===== config.mk =====
export PLATFORM = sky130hd
export DESIGN_NAME = cau_divider
export DESIGN_NICKNAME = d
export VERILOG_FILES = /design/src/rtl/cau_pkg.sv /design/src/rtl/cau_divider.sv
export SDC_FILE = /design/constraint.sdc
export NUM_CORES = 2
export LEC_CHECK = 0
export ABC_CLOCK_PERIOD_IN_PS = 10550
export BUFFER_PORTS_ARGS = -buffer_cell sky130_fd_sc_hd__buf_2
export CORE_MARGIN = 3
export CORE_UTILIZATION = 60
export CTS_BUF_LIST = sky130_fd_sc_hd__clkbuf_4
export DETAILED_ROUTE_END_ITERATION = 8
export PLACE_DENSITY = 0.76
export RECOVER_POWER = 50
export SYNTH_ARGS = -nofsm -noshare
export SYNTH_HDL_FRONTEND = slang
export SYNTH_SLANG_ARGS = --single-unit

===== constraint.sdc =====
create_clock -name clk_i -period 10.55 [get_ports clk_i]
set_input_delay 0.5275 -clock clk_i [delete_from_list [all_inputs] [get_ports clk_i]]
set_output_delay 0.5275 -clock clk_i [all_outputs]
set_load 0.01 [all_outputs]

===== src/rtl/cau_pkg.sv =====
// ----------------------------------------------------------------------------
// cau_pkg
// operation and status codes and divider flags shared by the complex arithmetic unit files
// ----------------------------------------------------------------------------
package cau_pkg;

  typedef enum logic [1:0] {
    FUNC_ADD = 2'd0,
    FUNC_SUB = 2'd1,
    FUNC_MUL = 2'd2,
    FUNC_DIV = 2'd3
  } func_e;

  typedef enum logic [1:0] {
    STAT_OK   = 2'd0,
    STAT_SAT  = 2'd1,
    STAT_DIV0 = 2'd2
  } status_e;

  typedef struct packed {
    logic ovf_re;
    logic ovf_im;
  } div_flags_t;

endpackage


===== src/rtl/cau_divider.sv =====
// ----------------------------------------------------------------------------
// cau_divider
// pipelined restoring divider, one quotient bit per stage for both parts,
// computes (num << FRAC_BITS) / den with an overflow flag per part
// ----------------------------------------------------------------------------
module cau_divider #(
  parameter int DATA_WIDTH = 16,
  parameter int FRAC_BITS  = 8,
  parameter int SIDE_WIDTH = 8
) (
  input  logic                    clk_i,
  input  logic                    rst_ni,
  input  logic                    en_i,
  input  logic                    valid_i,
  input  logic [2*DATA_WIDTH-1:0] num_re_i,
  input  logic [2*DATA_WIDTH-1:0] num_im_i,
  input  logic [2*DATA_WIDTH-1:0] den_i,
  input  logic [SIDE_WIDTH-1:0]   side_i,
  output logic                    valid_o,
  output logic [DATA_WIDTH-1:0]   q_re_o,
  output logic [DATA_WIDTH-1:0]   q_im_o,
  output cau_pkg::div_flags_t     flags_o,
  output logic [SIDE_WIDTH-1:0]   side_o
);
  import cau_pkg::*;

  localparam int DW = DATA_WIDTH;
  localparam int NW = 2 * DW + FRAC_BITS;
  localparam int CW = 3 * DW + FRAC_BITS;

  logic                  v_q    [DW+1];
  logic [NW-1:0]         rre_q  [DW+1];
  logic [NW-1:0]         rim_q  [DW+1];
  logic [DW-1:0]         qre_q  [DW+1];
  logic [DW-1:0]         qim_q  [DW+1];
  logic [2*DW-1:0]       den_q  [DW+1];
  div_flags_t            flg_q  [DW+1];
  logic [SIDE_WIDTH-1:0] side_q [DW+1];

  logic [NW-1:0] nre_d, nim_d;
  logic [CW-1:0] den_top;

  assign nre_d   = NW'(num_re_i) << FRAC_BITS;
  assign nim_d   = NW'(num_im_i) << FRAC_BITS;
  assign den_top = CW'(den_i) << DW;

  // first stage: shift numerators and check for a quotient of DW+1 bits or more
  always_ff @(posedge clk_i or negedge rst_ni) begin
    if (!rst_ni) begin
      v_q[0] <= 1'b0;
    end else if (en_i) begin
      v_q[0] <= valid_i;
    end
  end

  always_ff @(posedge clk_i) begin
    if (en_i) begin
      rre_q[0]         <= nre_d;
      rim_q[0]         <= nim_d;
      qre_q[0]         <= '0;
      qim_q[0]         <= '0;
      den_q[0]         <= den_i;
      flg_q[0].ovf_re  <= CW'(nre_d) >= den_top;
      flg_q[0].ovf_im  <= CW'(nim_d) >= den_top;
      side_q[0]        <= side_i;
    end
  end

  for (genvar j = 1; j <= DW; j++) begin : g_stage
    localparam int K = DW - j;
    logic [CW-1:0] dsh;
    logic          take_re, take_im;

    assign dsh     = CW'(den_q[j-1]) << K;
    assign take_re = CW'(rre_q[j-1]) >= dsh;
    assign take_im = CW'(rim_q[j-1]) >= dsh;

    always_ff @(posedge clk_i or negedge rst_ni) begin
      if (!rst_ni) begin
        v_q[j] <= 1'b0;
      end else if (en_i) begin
        v_q[j] <= v_q[j-1];
      end
    end

    always_ff @(posedge clk_i) begin
      if (en_i) begin
        rre_q[j]  <= take_re ? rre_q[j-1] - NW'(dsh) : rre_q[j-1];
        rim_q[j]  <= take_im ? rim_q[j-1] - NW'(dsh) : rim_q[j-1];
        qre_q[j]  <= qre_q[j-1] | (DW'(take_re) << K);
        qim_q[j]  <= qim_q[j-1] | (DW'(take_im) << K);
        den_q[j]  <= den_q[j-1];
        flg_q[j]  <= flg_q[j-1];
        side_q[j] <= side_q[j-1];
      end
    end
  end

  assign valid_o = v_q[DW];
  assign q_re_o  = qre_q[DW];
  assign q_im_o  = qim_q[DW];
  assign flags_o = flg_q[DW];
  assign side_o  = side_q[DW];

endmodule


# Word level (Yosys, flattened, before mapping)
# Memory sizes are Yosys's and may differ from the RTL's.
# Index checks and enable logic that the tools add are counted.
[op_classes] addsub=32 order_cmp=34 n_mux=34 n_bitwise=32
[ops] operator="$mux 40" n=32
[ops] operator="$sub 40x40->40" n=16
[ops] operator="$ge 40x48->1" n=2
[ops] operator="$ge 40x47->1" n=2
[ops] operator="$ge 40x46->1" n=2
[ops] operator="$ge 40x45->1" n=2
[ops] operator="$ge 40x44->1" n=2
[ops] operator="$ge 40x43->1" n=2
[ops] operator="$ge 40x42->1" n=2
[ops] operator="$ge 40x41->1" n=2
[ops] operator="$ge 40x32->1" n=2
[ops] operator="$ge 40x33->1" n=2
[ops] operator="$ge 40x34->1" n=2
[ops] operator="$ge 40x35->1" n=2
[ops] operator="$ge 40x36->1" n=2
[ops] operator="$ge 40x37->1" n=2
[ops] operator="$ge 40x38->1" n=2
[ops] operator="$ge 40x39->1" n=2
[ops] operator="$ge 40x40->1" n=2
[ops] operator="$sub 40x32->40" n=2
[ops] operator="$sub 40x33->40" n=2
[ops] operator="$sub 40x34->40" n=2
[ops] operator="$sub 40x35->40" n=2
[ops] operator="$sub 40x36->40" n=2
[ops] operator="20 further kinds" n=40
[word_totals] ff_bits=17 ram_bits=2618 input_bits=108 output_inout_bits=43 word_cells=156 n_memories=7
[mem_list] name="rim_q" depth=17 width=40 rd=16 rd_ports_with_merged_regs=0 write_ports=17 line="cau_divider.sv:33" text="logic [NW-1:0] rim_q [DW+1];"
[mem_list] name="rre_q" depth=17 width=40 rd=16 rd_ports_with_merged_regs=0 write_ports=17 line="cau_divider.sv:32" text="logic [NW-1:0] rre_q [DW+1];"
[mem_list] name="den_q" depth=17 width=32 rd=16 rd_ports_with_merged_regs=0 write_ports=17 line="cau_divider.sv:36" text="logic [2*DW-1:0] den_q [DW+1];"
[mem_list] name="qim_q" depth=17 width=16 rd=17 rd_ports_with_merged_regs=0 write_ports=17 line="cau_divider.sv:35" text="logic [DW-1:0] qim_q [DW+1];"
[mem_list] name="qre_q" depth=17 width=16 rd=17 rd_ports_with_merged_regs=0 write_ports=17 line="cau_divider.sv:34" text="logic [DW-1:0] qre_q [DW+1];"
[mem_list] name="side_q" depth=17 width=8 rd=17 rd_ports_with_merged_regs=0 write_ports=17 line="cau_divider.sv:38" text="logic [SIDE_WIDTH-1:0] side_q [DW+1];"
[mem_list] name="1 more memories"

# Longest topological paths before layout
# An unclocked memory read counts as a cell.
[depth] depth_word=3 mapped_depth=15 depth_no_buf=14

# Worst setup path after synthesis
# OpenSTA, ideal clock, no wires.
[synth_path] path_type="register -> register" start="memory den_q[0][128] (netlist bit)" end="memory rre_q[0][233] (netlist bit), data pin" setup_ns=0.262 t_arrival_ns=3.484 required_ns=10.288 slack_ns=6.804 path_stages_with_launch=15 n_path_buf=2 synth_period_minus_slack_ns=3.746 path_cell_list="edfxtp_1 -> ha_1 -> fa_1 -> nand2b_1 -> a21boi_1 -> o21ai_1 -> a211oi_1 -> and4bb_2 -> o31ai_1 -> o21ai_1 -> nand2_1 -> a41o_1 -> buf_2 -> buf_4 -> mux2_1"
[synth_lines] item="from (decl)" line="cau_divider.sv:36"
[synth_lines] item="to (decl)" line="cau_divider.sv:32"

==> metrics.yaml <==
routing:
  detailroute.via_count: 92200
  detailedRoute.firstIterationViolations: 8534
  detail_route.drc_violations: 0
  wl_per_cell_um: 23.2
  antenna_violating_nets_post_route: 0
  drt-total-wl_mm: 346
  drt_pass1_iterations: 9
  vias_per_cell: 6.17
setup_path:
  critical_path.reg2reg.endpoint: "rre_q[0][485]$_DFFE_PP_"
  worst-setup-path-type: "in -> reg"
  endpoint_kind: "register"
  critical_path.cell_chain: "dlygate4sd3_1 > buf_12 > buf_12 > clkdlybuf4s25_1"
  r2r_slack_ns: 5.01
  crit_path_max_delay_cell_type: "sky130_fd_sc_hd__clkdlybuf4s25_1"
  worst-endpoint-required_ns: 11.26
  crit_fanout: 171
  crit_path_max_incr_delay_ns: 5.51
  critical_path_s_most_frequent_cell: "sky130_fd_sc_hd__buf_12"
  worst_r2r_startpoint: "den_q[0][352]$_DFFE_PP_"
  worst_r2r_path_depth: 11
  crit_arrival_ns: 8.22
  worstSetupStartpointType: "primary input"
sta:
  clock.fmax_mhz: 133
  transition_time_of_the_tightest_slew_check_pin_ns: 8.14
  final-setup-viol-count: 0
  setup_tns_ns: 0
  grt_setup_unrepaired: "false"
  min_period_over_period_pct: 71.2
  max_slew_margin_pct: -443
  period_needed_ns: 7.51
  clock-skew-final_ns: 0.0982
  timing_hold_violations_final: 0
  slew_viol_final: 777
placed_design:
  port_buffer_count: 150
  post-place-cells: 13800
  place.detailed.hpwl_mm: 264
  gp_congestion: 0.978
clock_tree:
  hold_buffers: 213
  cts.sinks: 2051
  cts.clk_slew.worst_paths_ns: 0.06
  cts_post_setup_buffers_inserted: 0
  clock_tree_from_tritoncts: "done"
  cts_root_buf: "sky130_fd_sc_hd__clkbuf_4"
  clock_latency_ns: 1.36
  post_cts_resize_count: 0
  htree_num_levels: 6
  numCtsBuffers: 559
  cts_max_path_buffers: 4
global_routing:
  grt_residual_overflow: 0
  antenna_found_initial: 14
  first_global_vias: 90000
  pin_count_of_the_biggest_net_entering_global_routing: 210
  grt_pass1_wl_mm: 525
  track_usage_pct: 32.4
finish:
  filler_cell_count: 15500
  post_layout_nonfiller_instances: 14900
  post_route_cells_drive_above_1_share_pct: 9.79
  final_nets: 13000
  fin_util_pct: 66.6
  areaGrowthSynthToFinish_pct: 10.2
synthesis:
  synth_commonest_cells: "sky130_fd_sc_hd__edfxtp_1, sky130_fd_sc_hd__ha_1, sky130_fd_sc_hd__nand2_1"
  synth_top_flop_cell: "sky130_fd_sc_hd__edfxtp_1"
  synth_most_common_cell: "sky130_fd_sc_hd__edfxtp_1"
  synth-async-reset-ratio_pct: 0.829
  synth.lib_cells_used.distinct: 102
  yosysSeqAreaShare_pct: 50.3
  syn_area_per_cell_sq_um: 10.9
  top_cell_type_by_total_area_after_synthesis: "sky130_fd_sc_hd__edfxtp_1"
  syn_inst: 11200
  yosys_register_bits: 2051
  synth_edf_count: 2034
  netlist_area_sq_um: 122000
  post-synth-top-area-fraction_pct: 50.0
  synth_warnings: 0
  post_synth_main_area_contributors: "sky130_fd_sc_hd__edfxtp_1, sky130_fd_sc_hd__ha_1, sky130_fd_sc_hd__a21oi_1"
  synth_fp_nets: 12300
job:
  drv.max_cap_violation_count: 8
floorplan:
  die_h_um: 457
  coreArea_sq_um: 202000
  boundaryPins: 151
  row_count: 165
  die_area_sq_um: 209000
  initial_utilization_pct: 60.4
  die_w_um: 457
worst_hold_path:
  min_path_type: "in -> async"
status:
  failed_checks: "max-capacitance violations, max-slew violations"
  run_status: "finished with violations"
power_and_ir_drop:
  worst_ir_drop_vdd_v: 0.000136
  leakagePower_nw: 55.1
  power.density_nw_per_um2: 228
## per-stage QoR
step	power, mW	setup WS [ns]	area (sq um)	hold WS, ns
2_1_floorplan	19.9	6.80	122000	0.232
3_3_place_gp	23.4	5.19	126000	0.400
3_5_place_dp	23.5	5.06	126000	0.405
4_1_cts	30.7	5.06	135000	0.181
5_1_grt	32.6	2.42	135000	0.276
6_report	30.8	3.04	135000	0.340
## sequential cells by signal, indices dropped and copies added (netlist names)
| signal | cells |
|---|---|
| valid_o | 1 |
| side_q | 136 |
| den_q | 512 |
| qre_q | 136 |
| v_q | 16 |
| flg_q | 34 |
| rre_q | 540 |
| qim_q | 136 |
| rim_q | 540 |
## worst max-delay path: cells and delay by family
kind	cells	cell delay (ns)
buffers and inverters	4	7.28
## cell families after synthesis
group                      after synthesis  share of synthesized area (%)
buffers and inverters                 1057                           3.37
muxes                                  302                           2.76
adders and majority gates             1044                           10.9
xor gates and xnor gates               782                           5.60
and+or+nand+nor                       2766                           10.8
AOI/OAI and AO/OA                     3167                           16.3
DFF                                   2051                           50.3
## where the power goes
| group | internal (mW) | switching, mW |
|---|---|---|
| clock network | 3.68 | 3.39 |
| registers | 11.0 | 1.17 |
| logic | 4.64 | 6.84 |
## placed cells by master, fill, tap and decap left out, types with 58 or more instances in the layout
cell,instances
sky130_fd_sc_hd__nand4_1,153
sky130_fd_sc_hd__nor4_1,58
sky130_fd_sc_hd__a21oi_1,850
sky130_fd_sc_hd__edfxtp_1,2034
sky130_fd_sc_hd__clkbuf_4,764
sky130_fd_sc_hd__ha_1,1014
sky130_fd_sc_hd__mux2_2,146
sky130_fd_sc_hd__mux2_1,129
sky130_fd_sc_hd__dlygate4sd3_1,213
sky130_fd_sc_hd__xor2_1,341
sky130_fd_sc_hd__o21bai_1,107
sky130_fd_sc_hd__buf_2,62
sky130_fd_sc_hd__nand2_1,938
sky130_fd_sc_hd__inv_1,769
sky130_fd_sc_hd__nor3_1,183
sky130_fd_sc_hd__nand2b_1,148
sky130_fd_sc_hd__a31oi_1,83
sky130_fd_sc_hd__clkinv_1,115
sky130_fd_sc_hd__o21a_1,130
sky130_fd_sc_hd__a21o_1,473
sky130_fd_sc_hd__o31ai_1,94
sky130_fd_sc_hd__xnor2_1,441
sky130_fd_sc_hd__nor2_1,623
sky130_fd_sc_hd__clkbuf_1,91
sky130_fd_sc_hd__a211oi_1,93
sky130_fd_sc_hd__o21ai_0,790
sky130_fd_sc_hd__and3_1,82
sky130_fd_sc_hd__nor2b_1,129
sky130_fd_sc_hd__nand3_1,183
sky130_fd_sc_hd__o21ai_1,92
## cell type report
| type | instances | area, sq um | area share, % |
|---|---|---|---|
| inverter | 774 | 2910 | 2.16 |
| clock buffer | 764 | 5740 | 4.26 |
| multi-input combinational | 8061 | 56900 | 42.2 |
| sequential | 2051 | 61500 | 45.6 |
| timing repair buffer | 416 | 3250 | 2.41 |
| clock inverter | 180 | 1090 | 0.813 |
| tap | 2672 | 3340 | 2.48 |
| antenna | 22 | 55.1 | 0.0409 |
## worst max path at each step
stage                       startpoint  slack [ns]                       to
2_1_floorplan  den_q[0][128]$_DFFE_PP_        6.80  rre_q[0][233]$_DFFE_PP_
3_3_place_gp   den_q[0][352]$_DFFE_PP_        5.19  rre_q[0][485]$_DFFE_PP_
3_5_place_dp   den_q[0][352]$_DFFE_PP_        5.06  rre_q[0][485]$_DFFE_PP_
4_1_cts        den_q[0][352]$_DFFE_PP_        5.06  rre_q[0][485]$_DFFE_PP_
5_1_grt                           en_i        2.42  den_q[0][413]$_DFFE_PP_
6_report                          en_i        3.04  den_q[0][447]$_DFFE_PP_
## metal layers
metal / up-vias / part of all wire [%] / global-route usage, %
met5: - / 0.011 / 0
met3: 810 / 6.7 / 5.43
met2: 3630 / 48 / 54.5
met4: 6 / 4.5 / 14.2
met1: 44300 / 40 / 41.3
li1: 43400 / - / -
(Power assumes the default switching activity.)
